## config.mk

```make
export PLATFORM = sky130hd
export DESIGN_NAME = ground_window_color_classifier_flat
export DESIGN_NICKNAME = d
export VERILOG_FILES = /design/src/rtl/gwcc_pkg.sv /design/src/rtl/gwcc_if.sv /design/src/rtl/ground_window_color_classifier.sv /design/src/rtl/gwcc_window.sv /design/src/rtl/gwcc_count.sv /design/src/flat_wrapper.sv
export SDC_FILE = /design/constraint.sdc
export NUM_CORES = 1
export LEC_CHECK = 0
export ABC_AREA = 1
export BUFFER_PORTS_ARGS = -buffer_cell sky130_fd_sc_hd__buf_2
export CAP_MARGIN = 40
export CORE_MARGIN = 8
export CORE_UTILIZATION = 35
export CTS_BUF_LIST = sky130_fd_sc_hd__clkbuf_8
export CTS_CLUSTER_DIAMETER = 120
export CTS_CLUSTER_SIZE = 30
export DETAILED_ROUTE_END_ITERATION = 12
export PLACE_DENSITY = 0.55
export SLEW_MARGIN = 15
export SYNTH_ARGS = -nofsm -noshare
export SYNTH_HDL_FRONTEND = slang
export SYNTH_HIERARCHICAL = 1
export SYNTH_SLANG_ARGS = --single-unit
```

## constraint.sdc

```tcl
create_clock -name clk -period 6.4 [get_ports clk]
set_clock_uncertainty 0.1 [all_clocks]
set_input_delay 0 -clock clk [delete_from_list [all_inputs] [get_ports clk]]
set_output_delay 0 -clock clk [all_outputs]
set_load 0.05 [all_outputs]
```

## src/rtl/gwcc_pkg.sv

```systemverilog
// Shared types, constants and defaults for the ground window colour classifier.
package gwcc_pkg;

	localparam int WINDOW_DEPTH_DEF = 5;
	localparam int SAMPLE_BITS_DEF  = 12;

	localparam int THR_BITS       = 12;
	localparam int LIMIT_BITS     = 4;
	localparam int COUNT_BITS     = 4;
	localparam int CLASS_BITS     = 2;
	localparam int CFG_DATA_BITS  = 12;
	localparam int CFG_INDEX_BITS = 2;
	localparam int CHANNELS       = 3;

	localparam logic [THR_BITS-1:0]   BLACK_THR_RST = 12'd123;
	localparam logic [THR_BITS-1:0]   WHITE_THR_RST = 12'd3482;
	localparam logic [LIMIT_BITS-1:0] LIMIT_RST     = 4'd10;
	localparam logic [COUNT_BITS-1:0] COUNT_MAX     = 4'd15;

	typedef enum logic [CFG_INDEX_BITS-1:0] {
		REG_BLACK_THR = 2'd0,
		REG_WHITE_THR = 2'd1,
		REG_LIMIT     = 2'd2
	} cfg_reg_t;

	typedef enum logic [CLASS_BITS-1:0] {
		CLASS_BLACK = 2'd0,
		CLASS_GREY  = 2'd1,
		CLASS_WHITE = 2'd2
	} floor_class_t;

	typedef struct packed {
		logic [THR_BITS-1:0]   black_threshold;
		logic [THR_BITS-1:0]   white_threshold;
		logic [LIMIT_BITS-1:0] count_limit;
	} cfg_t;

endpackage

```

## src/rtl/gwcc_if.sv

```systemverilog
// Valid/ready channel interfaces for sensor samples and classification results.
interface gwcc_in_if #(
	parameter int SAMPLE_BITS = gwcc_pkg::SAMPLE_BITS_DEF
);
	logic                   valid;
	logic                   ready;
	logic [SAMPLE_BITS-1:0] left_level;
	logic [SAMPLE_BITS-1:0] center_level;
	logic [SAMPLE_BITS-1:0] right_level;

	modport source (output valid, left_level, center_level, right_level, input ready);
	modport sink   (input valid, left_level, center_level, right_level, output ready);
endinterface

interface gwcc_out_if;
	logic                                valid;
	logic                                ready;
	logic [gwcc_pkg::CLASS_BITS-1:0]     floor_class;
	logic [gwcc_pkg::COUNT_BITS-1:0]     black_count;
	logic [gwcc_pkg::COUNT_BITS-1:0]     white_count;

	modport source (output valid, floor_class, black_count, white_count, input ready);
	modport sink   (input valid, floor_class, black_count, white_count, output ready);
endinterface

```

## src/rtl/ground_window_color_classifier.sv

```systemverilog
// Each accepted sample beat is classified combinationally and its result is held in the result register.
// Throughput: one sample beat per cycle; the window shift line and the result
// register form two stages, and a held result stalls input only when both are full.
// Reset (arst_n low, asynchronous): window empty, no result pending,
// thresholds 123 and 3482, count limit 10.
module ground_window_color_classifier #(
	parameter int WINDOW_DEPTH = gwcc_pkg::WINDOW_DEPTH_DEF,
	parameter int SAMPLE_BITS  = gwcc_pkg::SAMPLE_BITS_DEF
) (
	input  logic                                clk,
	input  logic                                arst_n,
	gwcc_in_if.sink                             sample,
	gwcc_out_if.source                          result,
	input  logic                                cfg_we,
	input  logic [gwcc_pkg::CFG_INDEX_BITS-1:0] cfg_index,
	input  logic [gwcc_pkg::CFG_DATA_BITS-1:0]  cfg_data
);

	gwcc_pkg::cfg_t                                              cfg_q;
	logic [WINDOW_DEPTH-1:0][gwcc_pkg::CHANNELS*SAMPLE_BITS-1:0] entries;
	logic [WINDOW_DEPTH-1:0]                                     entry_vld;
	gwcc_pkg::floor_class_t                                      calc_class;
	logic [gwcc_pkg::COUNT_BITS-1:0]                             calc_black;
	logic [gwcc_pkg::COUNT_BITS-1:0]                             calc_white;
	logic                                                        shift_en;
	logic                                                        advance;
	logic                                                        calc_valid_q;
	logic                                                        res_valid_q;
	gwcc_pkg::floor_class_t                                      res_class_q;
	logic [gwcc_pkg::COUNT_BITS-1:0]                             res_black_q;
	logic [gwcc_pkg::COUNT_BITS-1:0]                             res_white_q;

	always_ff @(posedge clk or negedge arst_n) begin
		if (!arst_n) begin
			cfg_q.black_threshold <= gwcc_pkg::BLACK_THR_RST;
			cfg_q.white_threshold <= gwcc_pkg::WHITE_THR_RST;
			cfg_q.count_limit     <= gwcc_pkg::LIMIT_RST;
		end else if (cfg_we) begin
			unique case (cfg_index)
				gwcc_pkg::REG_BLACK_THR: cfg_q.black_threshold <= cfg_data;
				gwcc_pkg::REG_WHITE_THR: cfg_q.white_threshold <= cfg_data;
				gwcc_pkg::REG_LIMIT:
					cfg_q.count_limit <= cfg_data[gwcc_pkg::LIMIT_BITS-1:0];
				default: ;
			endcase
		end
	end

	// advance the window result into the output register when it is free
	assign advance      = !res_valid_q || result.ready;
	assign sample.ready = !calc_valid_q || advance;
	assign shift_en     = sample.valid && sample.ready;

	gwcc_window #(
		.WINDOW_DEPTH (WINDOW_DEPTH),
		.SAMPLE_BITS  (SAMPLE_BITS)
	) u_window (
		.clk       (clk),
		.arst_n    (arst_n),
		.shift_en  (shift_en),
		.sample    ({sample.right_level, sample.center_level, sample.left_level}),
		.entries   (entries),
		.entry_vld (entry_vld)
	);

	gwcc_count #(
		.WINDOW_DEPTH (WINDOW_DEPTH),
		.SAMPLE_BITS  (SAMPLE_BITS)
	) u_count (
		.entries     (entries),
		.entry_vld   (entry_vld),
		.cfg         (cfg_q),
		.floor_class (calc_class),
		.black_count (calc_black),
		.white_count (calc_white)
	);

	always_ff @(posedge clk or negedge arst_n) begin
		if (!arst_n) begin
			calc_valid_q <= 1'b0;
			res_valid_q  <= 1'b0;
		end else begin
			if (shift_en) begin
				calc_valid_q <= 1'b1;
			end else if (advance) begin
				calc_valid_q <= 1'b0;
			end
			if (advance) begin
				res_valid_q <= calc_valid_q;
			end
		end
	end

	always_ff @(posedge clk) begin
		if (advance && calc_valid_q) begin
			res_class_q <= calc_class;
			res_black_q <= calc_black;
			res_white_q <= calc_white;
		end
	end

	assign result.valid       = res_valid_q;
	assign result.floor_class = res_class_q;
	assign result.black_count = res_black_q;
	assign result.white_count = res_white_q;

	// window entries fill from the newest end without gaps
	a_vld_contiguous: assert property (@(posedge clk) disable iff (!arst_n)
		((entry_vld & (entry_vld + WINDOW_DEPTH'(1))) == '0))
		else $error("window valid bits not contiguous");

	// every accepted beat is followed by a result on offer from the result register
	a_result_follows: assert property (@(posedge clk) disable iff (!arst_n)
		shift_en |=> ##1 result.valid)
		else $error("result missing after accepted sample beat");

	// grey only when neither count exceeds the limit
	a_grey_counts: assert property (@(posedge clk) disable iff (!arst_n)
		(result.valid && (result.floor_class == gwcc_pkg::CLASS_GREY)) |->
		((result.black_count <= cfg_q.count_limit) &&
		 (result.white_count <= cfg_q.count_limit)))
		else $error("grey class with count above limit");

	// a black result must carry a nonzero black count
	a_black_count: assert property (@(posedge clk) disable iff (!arst_n)
		(result.valid && (result.floor_class == gwcc_pkg::CLASS_BLACK)) |->
		(result.black_count != '0))
		else $error("black class with zero black count");

endmodule

```

## src/rtl/gwcc_window.sv

```systemverilog
// Shift line holding the most recent samples with a valid bit per entry.
module gwcc_window #(
	parameter int WINDOW_DEPTH = gwcc_pkg::WINDOW_DEPTH_DEF,
	parameter int SAMPLE_BITS  = gwcc_pkg::SAMPLE_BITS_DEF
) (
	input  logic                                                  clk,
	input  logic                                                  arst_n,
	input  logic                                                  shift_en,
	input  logic [gwcc_pkg::CHANNELS*SAMPLE_BITS-1:0]             sample,
	output logic [WINDOW_DEPTH-1:0][gwcc_pkg::CHANNELS*SAMPLE_BITS-1:0] entries,
	output logic [WINDOW_DEPTH-1:0]                               entry_vld
);

	logic [WINDOW_DEPTH-1:0][gwcc_pkg::CHANNELS*SAMPLE_BITS-1:0] entry_q;
	logic [WINDOW_DEPTH-1:0]                                     vld_q;

	// newest sample enters at entry 0, the oldest falls off the end
	always_ff @(posedge clk) begin
		if (shift_en) begin
			entry_q[0] <= sample;
			for (int i = 1; i < WINDOW_DEPTH; i++) begin
				entry_q[i] <= entry_q[i-1];
			end
		end
	end

	always_ff @(posedge clk or negedge arst_n) begin
		if (!arst_n) begin
			vld_q <= '0;
		end else if (shift_en) begin
			vld_q[0] <= 1'b1;
			for (int i = 1; i < WINDOW_DEPTH; i++) begin
				vld_q[i] <= vld_q[i-1];
			end
		end
	end

	assign entries   = entry_q;
	assign entry_vld = vld_q;

endmodule

```

## src/rtl/gwcc_count.sv

```systemverilog
// Per-value threshold tests, window counts and floor class decision.
module gwcc_count #(
	parameter int WINDOW_DEPTH = gwcc_pkg::WINDOW_DEPTH_DEF,
	parameter int SAMPLE_BITS  = gwcc_pkg::SAMPLE_BITS_DEF
) (
	input  logic [WINDOW_DEPTH-1:0][gwcc_pkg::CHANNELS*SAMPLE_BITS-1:0] entries,
	input  logic [WINDOW_DEPTH-1:0]                               entry_vld,
	input  gwcc_pkg::cfg_t                                        cfg,
	output gwcc_pkg::floor_class_t                                floor_class,
	output logic [gwcc_pkg::COUNT_BITS-1:0]                       black_count,
	output logic [gwcc_pkg::COUNT_BITS-1:0]                       white_count
);

	localparam int CMP_BITS = (SAMPLE_BITS > gwcc_pkg::THR_BITS) ?
		SAMPLE_BITS : gwcc_pkg::THR_BITS;
	localparam int CNT_BITS = $clog2(gwcc_pkg::CHANNELS * WINDOW_DEPTH + 1);
	localparam int SAT_BITS = (CNT_BITS > gwcc_pkg::COUNT_BITS) ?
		CNT_BITS : gwcc_pkg::COUNT_BITS + 1;
	localparam int ENT_BITS = 2;

	logic [WINDOW_DEPTH-1:0][ENT_BITS-1:0] ent_black;
	logic [WINDOW_DEPTH-1:0][ENT_BITS-1:0] ent_white;
	logic [CNT_BITS-1:0]                   black_sum;
	logic [CNT_BITS-1:0]                   white_sum;
	logic [SAT_BITS-1:0]                   black_ext;
	logic [SAT_BITS-1:0]                   white_ext;
	logic [SAT_BITS-1:0]                   limit_ext;

	// black is tested first, so a value meeting both tests is black only
	always_comb begin
		logic [CMP_BITS-1:0] v;
		logic                is_black;
		for (int i = 0; i < WINDOW_DEPTH; i++) begin
			ent_black[i] = '0;
			ent_white[i] = '0;
			for (int j = 0; j < gwcc_pkg::CHANNELS; j++) begin
				v = CMP_BITS'(entries[i][j*SAMPLE_BITS +: SAMPLE_BITS]);
				is_black = v < CMP_BITS'(cfg.black_threshold);
				if (entry_vld[i] && is_black) begin
					ent_black[i] = ent_black[i] + ENT_BITS'(1);
				end else if (entry_vld[i] && (v > CMP_BITS'(cfg.white_threshold))) begin
					ent_white[i] = ent_white[i] + ENT_BITS'(1);
				end
			end
		end
	end

	always_comb begin
		black_sum = '0;
		white_sum = '0;
		for (int i = 0; i < WINDOW_DEPTH; i++) begin
			black_sum = black_sum + CNT_BITS'(ent_black[i]);
			white_sum = white_sum + CNT_BITS'(ent_white[i]);
		end
	end

	assign black_ext = SAT_BITS'(black_sum);
	assign white_ext = SAT_BITS'(white_sum);
	assign limit_ext = SAT_BITS'(cfg.count_limit);

	always_comb begin
		if (black_ext > limit_ext) begin
			floor_class = gwcc_pkg::CLASS_BLACK;
		end else if (white_ext > limit_ext) begin
			floor_class = gwcc_pkg::CLASS_WHITE;
		end else begin
			floor_class = gwcc_pkg::CLASS_GREY;
		end
	end

	// clamp the reported counts; the decision above uses the exact ones
	assign black_count = (black_ext > SAT_BITS'(gwcc_pkg::COUNT_MAX)) ?
		gwcc_pkg::COUNT_MAX : black_ext[gwcc_pkg::COUNT_BITS-1:0];
	assign white_count = (white_ext > SAT_BITS'(gwcc_pkg::COUNT_MAX)) ?
		gwcc_pkg::COUNT_MAX : white_ext[gwcc_pkg::COUNT_BITS-1:0];

endmodule

```

## src/flat_wrapper.sv

```systemverilog
// flat-port wrapper written by rule: the top's interface ports become plain ports
module ground_window_color_classifier_flat 
#(
	parameter int WINDOW_DEPTH = gwcc_pkg::WINDOW_DEPTH_DEF,
	parameter int SAMPLE_BITS  = gwcc_pkg::SAMPLE_BITS_DEF
)
  (clk, arst_n, cfg_we, cfg_index, cfg_data, sample_valid, sample_left_level, sample_center_level, sample_right_level, sample_ready, result_valid, result_floor_class, result_black_count, result_white_count, result_ready);
  gwcc_in_if #(.SAMPLE_BITS(SAMPLE_BITS)) sample_i ();
  gwcc_out_if result_i ();
  input  logic clk;
  input  logic arst_n;
  input  logic cfg_we;
  input  logic [gwcc_pkg::CFG_INDEX_BITS-1:0] cfg_index;
  input  logic [gwcc_pkg::CFG_DATA_BITS-1:0] cfg_data;
  input wire logic [$bits(sample_i.valid)-1:0] sample_valid;
  input wire logic [$bits(sample_i.left_level)-1:0] sample_left_level;
  input wire logic [$bits(sample_i.center_level)-1:0] sample_center_level;
  input wire logic [$bits(sample_i.right_level)-1:0] sample_right_level;
  output wire logic [$bits(sample_i.ready)-1:0] sample_ready;
  output wire logic [$bits(result_i.valid)-1:0] result_valid;
  output wire logic [$bits(result_i.floor_class)-1:0] result_floor_class;
  output wire logic [$bits(result_i.black_count)-1:0] result_black_count;
  output wire logic [$bits(result_i.white_count)-1:0] result_white_count;
  input wire logic [$bits(result_i.ready)-1:0] result_ready;
  assign sample_i.valid = sample_valid;
  assign sample_i.left_level = sample_left_level;
  assign sample_i.center_level = sample_center_level;
  assign sample_i.right_level = sample_right_level;
  assign sample_ready = sample_i.ready;
  assign result_valid = result_i.valid;
  assign result_floor_class = result_i.floor_class;
  assign result_black_count = result_i.black_count;
  assign result_white_count = result_i.white_count;
  assign result_i.ready = result_ready;
  ground_window_color_classifier #(.WINDOW_DEPTH(WINDOW_DEPTH), .SAMPLE_BITS(SAMPLE_BITS)) u_core (.clk(clk), .arst_n(arst_n), .sample(sample_i), .result(result_i), .cfg_we(cfg_we), .cfg_index(cfg_index), .cfg_data(cfg_data));
endmodule
```

==> results of run 1 <==
synthesized netlist by cell type, types with 4 or more instances:
| cell | count |
|---|---|
| nand2_1 | 406 |
| nor3_1 | 10 |
| o21ai_2 | 9 |
| a21oi_1 | 150 |
| inv_2 | 5 |
| xnor2_1 | 6 |
| a21o_1 | 4 |
| nand4_1 | 47 |
| edfxtp_1 | 190 |
| nand3_1 | 65 |
| nor2_1 | 70 |
| dfrtp_1 | 20 |
| dfstp_2 | 15 |
| o21ai_0 | 59 |
| fa_1 | 12 |
| ha_1 | 371 |
| nand2_2 | 4 |
| o211ai_1 | 4 |
| nand3_2 | 10 |
| o21a_1 | 11 |
| buf_2 | 5 |
| inv_1 | 209 |
worst max-delay path: cells and delay by family (launching register included):
kind | cells | cell delay, ns
adders and majority gates | 7 | 2.83
buffers and inverters | 9 | 0.84
and+or+nand+nor | 10 | 0.73
AOI/OAI and AO/OA | 4 | 0.69
DFF | 1 | 0.57
cell type report:
| cell class | count | area (um^2) |
|---|---|---|
| clock buffers | 13 | 179 |
| clock inverters | 8 | 95.1 |
| inverters | 215 | 813 |
| fillers | 4537 | 27800 |
| flip-flops and latches | 225 | 6600 |
| multi-input cells | 1272 | 9040 |
| well taps | 607 | 759 |
| repair buffers | 164 | 1270 |
| diodes | 1 | 2.50 |
worst max-delay path by stage:
stage                        start                            to  slack, ns  depth (start not counted)
2_1_floorplan  u_core/result.valid    u_core/u_window/entries[0]       0.95                          3
3_3_place_gp       u_core/cfg_q[7]  u_core/result.floor_class[1]       0.53                         30
3_5_place_dp      u_core/cfg_q[17]  u_core/result.floor_class[0]       0.47                         23
4_1_cts           u_core/cfg_q[17]  u_core/result.floor_class[0]       0.44                         23
5_1_grt            u_core/cfg_q[7]  u_core/result.floor_class[1]       0.06                         30
6_report           u_core/cfg_q[7]  u_core/result.floor_class[1]       0.40                         30
layer usage:
| layer | vias up | GRT usage (%) | share of wire (%) |
|---|---|---|---|
| met5 | - | 0 | 0 |
| met1 | 6052 | 22.0 | 46 |
| met3 | 68 | 1.38 | 3.4 |
| met4 | 0 | 5.92 | 3.4 |
| met2 | 244 | 29.6 | 47 |
| li1 | 6346 | - | - |
layout by cell type, fill, tap and decap left out, types with 11 or more instances in the layout:
cell and n:
clkbuf_8 13, fa_1 12, nor2_1 70, a21oi_1 150, edfxtp_1 190, nand2_1 406, nand3_1 65, ha_1 371
buf_2 66, buf_4 29, dfstp_2 15, dlygate4sd3_1 67, o21a_1 11, inv_1 208, dfrtp_1 20, o21ai_0 59
nand4_1 47
sequential cells by signal, indices dropped and copies added, names as in the netlist:
signal / count
u_core/u_window/entry_vld: 5
u_core/result.valid: 1
u_core/calc_valid_q: 1
u_core/result.floor_class: 2
u_core/result.white_count: 4
u_core/result.black_count: 4
u_core/cfg_q: 28
u_core/u_window/entries: 180
power by group through the flow:
stage / Clock [mW] / Sequential, mW / Combinational [mW]
floorplan: 0 / 2.11 / 1.92
global placement: 0 / 2.04 / 2.78
detailed placement: 0 / 2.04 / 2.90
CTS: 0.787 / 2.00 / 2.94
global route: 0.827 / 2.02 / 3.38
finish: 0.754 / 2.00 / 2.94
repair_timing:
action                    CTS  global route
hold buffers               67             0
resized for setup           0             0
hold endpoints to repair  111             0
cell families after synthesis:
| kind of cell | synth area share, % |
|---|---|
| xor+xnor | 0.372 |
| flops | 40.0 |
| buf+inv | 5.25 |
| fa+ha+maj | 29.6 |
| simple gates | 16.4 |
| compound gates | 8.38 |
stage by stage:
step | instance area [um^2] | power, mW | setup slack, ns | utilization [%] | instances
global route | 18800 | 6.23 | 0.0567 | 40.3 | 2505
global placement | 17700 | 4.82 | 0.526 | 38.1 | 2413
floorplan | 16500 | 4.03 | 0.948 | - | 1721
CTS | 18700 | 5.73 | 0.435 | 40.3 | 2504
finish | 18800 | 5.70 | 0.405 | 40.3 | 2505
detailed placement | 17800 | 4.94 | 0.470 | 38.2 | 2416
==> flow_summary_export.csv, run 1 <==
group,metric,value,unit
status,status,"finished, final reports clean",
setup_path,r2r_end,"u_core/result.floor_class[1]",
setup_path,crit_type,"reg2reg",
synthesis,synthTopCellsByArea,"edfxtp_1 35%, ha_1 28%, nand2_1 9.2%",
routing,wl_per_cell,18.7,um
timing,slew-limit-headroom,53.6,%
setup_path,crit_top_cell,"inv_1",
timing,max_clock_freq,167,MHz
power,p_per_area,304,nW/um^2
clocking,clock_latency,0.56,ns
timing,setup_viol,0,
place,dp_hpwl,36.6,mm
global_route,antenna_found_initial,1,
clocking,clk_path_buf_depth,3,
synthesis,syn_nets,2159,
setup_path,cp-end-kind,"flip-flop",
power,p_comb_share,51.6,%
cells_and_area,syn_to_final_growth,13.6,%
synthesis,ys.flop_type,"edfxtp_1",
die,die-height,233,um
power,sequentialPowerShare,35.1,%
timing,holdWs,0.0282,ns
setup_path,crit_required,6.63,ns
die,dieArea,54400,um^2
setup_path,r2r_start,"u_core/cfg_q[7]",
setup_path,slowest_delay,0.59,ns
clocking,tritoncts.num_buffers,13,
power,clockPowerShare,13.2,%
cells_and_area,layout.nets,2329,
global_route,overflow,0,
synthesis,synth_seq_area_share,40.0,%
setup_path,crit_path_top_delay_cell,"fa_1",
global_route,grt_pass1_wl,72.0,mm
routing,drc,0,
synthesis,syn_area_per_cell,9.59,um^2
timing,setup_tns,0,ns
synthesis,syn_area,16500,um^2
synthesis,synth_top_area_share,34.6,%
power,leakage,8.84,nW
setup_path,rr_worst_depth,30,
timing,hold_viol_final,0,
flow_run,maxCapViolCount,0,
routing,antenna_left,0,
die,start_util,35.4,%
timing,min_period,6.00,ns
power,swShare,44.2,%
synthesis,synth_edf_count,190,
setup_path,start_kind,"flip-flop",
timing,fin_crit_sh,93.7,%
routing,vias,12700,
place,place.gp.congestion,0.895,
timing,grt_setup_unrepaired,"false",
clocking,cts_tree,"built",
die,io_pins,67,
clocking,cts.reportedPaths.clkPinSlew,0.17,ns
synthesis,yosysWarnings,6,
clocking,cts_setup_buffers,0,
routing,viasPerCell,5.07,
global_route,grt_pass1_vias,12700,
global_route,grt_max_degree,72,
clocking,root_buffer,"clkbuf_8",
synthesis,ys_ff_latch,225,
setup_path,r2r_setup_slack,0.40,ns
routing,finalWirelength,46.8,mm
die,num_rows,79,
synthesis,synthCells,1721,
die,die_w,233,um
power,internal_power,3.18,mW
power,p_switching,2.52,mW
setup_path,critPathMaxFanout,10,
clocking,htreeDepth,1,
timing,final-max-slew-violation-count,0,
routing,dr.pass1.iters,5,
min_path,hold_class,"in2async",
setup_path,cp.arrival,6.22,ns
timing,worst_slew_pin_slew,0.696,ns
routing,drt_iter0_drc,727,
cells_and_area,drive_gt1_share,9.01,%
synthesis,synth.distinct_cells,45,
clocking,clkSinkCount,225,
die,coreArea,46600,um^2
synthesis,synth.largest_area_cell,"edfxtp_1",
global_route,grt_util_all_layers,17.0,%
synthesis,synth-async-reset-ratio,15.6,%
power,ir_worst_vdd,0.341,mV
place,io_buffer_count,66,
Note: power is estimated with default switching activity, not from simulation.
==> run 2, diff against run 1 <==
- SYNTH_HIERARCHICAL: 1 -> not set
==> run 2 against run 1 <==
Flip-flop and latch count unchanged. Maximum frequency rose by 1.6%. Via count down 0.80%. Clock-buffer cell count unchanged. Final area up 0.98%. Core utilization grew 0.31 points. Global-route usage shrank 0.60 points. Area after synthesis grew 0.32%. Power grew 0.45%. Largest cell class unchanged. Highest routed layer unchanged.
==> flow_summary_export.csv, run 2 <==
group,metric,value,unit
status,status,"finished, final reports clean",
power,clockPowerShare,12.5,%
synthesis,yosysMostFrequentCell,"nand2_1",
clocking,htreeDepth,1,
global_route,grt_util_all_layers,16.4,%
power,p_per_area,302,nW/um^2
power,p_comb_share,52.4,%
routing,wl_met2,19.6,mm
clocking,clkSinkCount,225,
clocking,cts-hold-fix-buffers,71,
setup_path,critPathMaxFanout,11,
die,die-height,233,um
routing,vias,12600,
timing,slew-limit-headroom,45.1,%
cells_and_area,drive_gt1_share,9.14,%
routing,dr.pass1.iters,6,
timing,setup_tns,0,ns
clocking,tritoncts.num_buffers,12,
clocking,root_buffer,"clkbuf_8",
power,ir_worst_vdd,0.207,mV
flow_run,maxCapViolCount,0,
setup_path,crit_type,"reg2reg",
routing,met1Wirelength,21.5,mm
setup_path,crit_path_top_delay_cell,"dfstp_2",
routing,finalWirelength,44.7,mm
timing,fin_crit_sh,92.2,%
synthesis,synth_edf_count,190,
synthesis,synth.distinct_cells,41,
cells_and_area,layout_common_cells,"439 x nand2_1, 372 x ha_1, 254 x inv_1",
routing,drc,0,
synthesis,synth.largest_area_cell,"edfxtp_1",
synthesis,syn_area,16600,um^2
synthesis,synth_seq_area_share,39.9,%
timing,hold_viol_final,0,
die,io_pins,67,
timing,setup_viol,0,
global_route,grt_pass1_vias,12600,
timing,max_clock_freq,169,MHz
cells_and_area,largest_reg_flops,180,
cells_and_area,n_fill_cell,4596,
clocking,cts.reportedPaths.clkPinSlew,0.19,ns
min_path,hold_class,"in2reg",
power,sequentialPowerShare,35.0,%
timing,holdWs,0.0268,ns
clocking,cts_tree,"built",
setup_path,slowest_delay,0.57,ns
routing,met3WireLength,1.70,mm
synthesis,syn_nets,2202,
setup_path,crit_required,6.66,ns
synthesis,ys_ff_latch,225,
synthesis,syn_area_per_cell,9.39,um^2
synthesis,synthTopCellsByArea,"edfxtp_1 34%, ha_1 28%, nand2_1 10%",
routing,drt_iter0_drc,739,
die,num_rows,79,
place,io_buffer_count,66,
routing,viasPerCell,4.91,
die,start_util,35.5,%
power,p_switching,2.51,mW
cells_and_area,final_util,40.6,%
timing,final-max-slew-violation-count,0,
cells_and_area,diodes,0,
cells_and_area,syn_to_final_growth,14.4,%
synthesis,ys.flop_type,"edfxtp_1",
cells_and_area,layout.nets,2392,
synthesis,synth_top_area_share,34.5,%
setup_path,r2r_setup_slack,0.50,ns
power,swShare,43.8,%
synthesis,synthCells,1763,
timing,worst_slew_pin_slew,0.822,ns
routing,antenna_left,0,
global_route,overflow,0,
global_route,grt_pass1_wl,69.5,mm
clocking,clock_latency,0.57,ns
setup_path,start_kind,"flip-flop",
place,place.gp.congestion,0.923,
timing,min_period,5.90,ns
die,die_w,233,um
die,dieArea,54500,um^2
synthesis,synth-async-reset-ratio,15.6,%
setup_path,cp-end-kind,"flip-flop",
timing,fin_ws,0.498,ns
clocking,cts_resized,0,
clocking,cts_setup_buffers,0,
setup_path,crit_top_cell,"inv_1",
place,pre_cts_slack,0.527,ns
timing,grt_setup_unrepaired,"false",
cells_and_area,layout_commonest_cell,"nand2_1",
synthesis,yosysWarnings,0,
routing,highest_layer,"met4",
die,coreArea,46700,um^2
place,dp_hpwl,35.0,mm
power,internal_power,3.22,mW
setup_path,cp.arrival,6.16,ns
global_route,antenna_found_initial,0,
global_route,grt_max_degree,71,
clocking,clk_path_buf_depth,3,
power,leakage,9.13,nW
synthesis,synthTopCellsByCount,"439 x nand2_1, 372 x ha_1, 252 x inv_1, 190 x edfxtp_1, 141 x a21oi_1",
routing,wl_per_cell,17.4,um
run 2: cell count changes after synthesis, moves of 4 or more:
cell	before	now
a21oi_1	150	141
buf_2	5	0
clkbuf_1	0	5
inv_1	209	252
nand2_1	406	439
nand3_1	65	53
nand4_1	47	28
nor2_2	1	5
o21ai_0	59	71
o21ai_1	3	11
o21ai_2	9	0
run 2: cell families (layout without fill, tap and decap cells):
family | count (synthesis) | count (layout) | synth area share, %
buf+inv | 266 | 462 | 6.09
compound gates | 252 | 252 | 8.12
flops | 225 | 225 | 39.9
simple gates | 629 | 629 | 16.0
xor+xnor | 7 | 7 | 0.370
fa+ha+maj | 384 | 384 | 29.6
run 2: path summary, 6_finish.rpt:
| path | from | to | cells after the start |
|---|---|---|---|
| max in group asynchronous | arst_n | u_core.cfg_q[16] | 4 |
| min in group asynchronous | arst_n | u_core.cfg_q[9] | 3 |
| setup reg to reg | u_core.cfg_q[11] | u_core.result.floor_class[1] | 29 |
| setup / recovery | u_core.cfg_q[11] | u_core.result.floor_class[1] | 29 |
| hold reg to reg | u_core.u_window.entries[36] | u_core.u_window.entries[72] | 0 |
| hold / removal | sample_right_level[3] | u_core.u_window.entries[27] | 2 |
run 2: layout make-up:
class / instances / area (um^2) / area share (%)
clock buffer: 13 / 179 / 0.945
clock inverter: 7 / 67.6 / 0.357
inverter: 260 / 983 / 5.19
multi-input combinational: 1272 / 8950 / 47.3
sequential: 225 / 6600 / 34.9
tap: 607 / 759 / 4.01
timing repair buffer: 182 / 1400 / 7.39
run 2: routing by layer:
| metal | vias up | GRT usage, % |
|---|---|---|
| met5 | - | 0 |
| met4 | 0 | 6.51 |
| met3 | 77 | 1.59 |
| met2 | 235 | 26.8 |
| met1 | 5883 | 22.3 |
| li1 | 6413 | - |
run 2: worst max-delay path, delay by kind of cell, from the launching register on:
kind	cells	cell delay (ns)
compound gates	5	0.75
simple gates	9	0.57
buf+inv	8	0.83
flops	1	0.57
fa+ha+maj	7	2.85
run 2: stage by stage:
stage / cell area, um^2 / instances / total power, mW
3_5_place_dp: 18000 / 2475 / 5.01
2_1_floorplan: 16600 / 1763 / 4.11
3_3_place_gp: 17900 / 2471 / 4.90
6_report: 18900 / 2566 / 5.72
4_1_cts: 18900 / 2566 / 5.78
5_1_grt: 18900 / 2566 / 6.29
run 2: power groups by stage:
stage	Combinational (mW)	Sequential, mW	Clock [mW]
2_1_floorplan	1.99	2.12	0
3_5_place_dp	2.97	2.04	0
6_report	3.00	2.00	0.718
5_1_grt	3.48	2.03	0.784
4_1_cts	3.02	2.01	0.755
3_3_place_gp	2.87	2.03	0
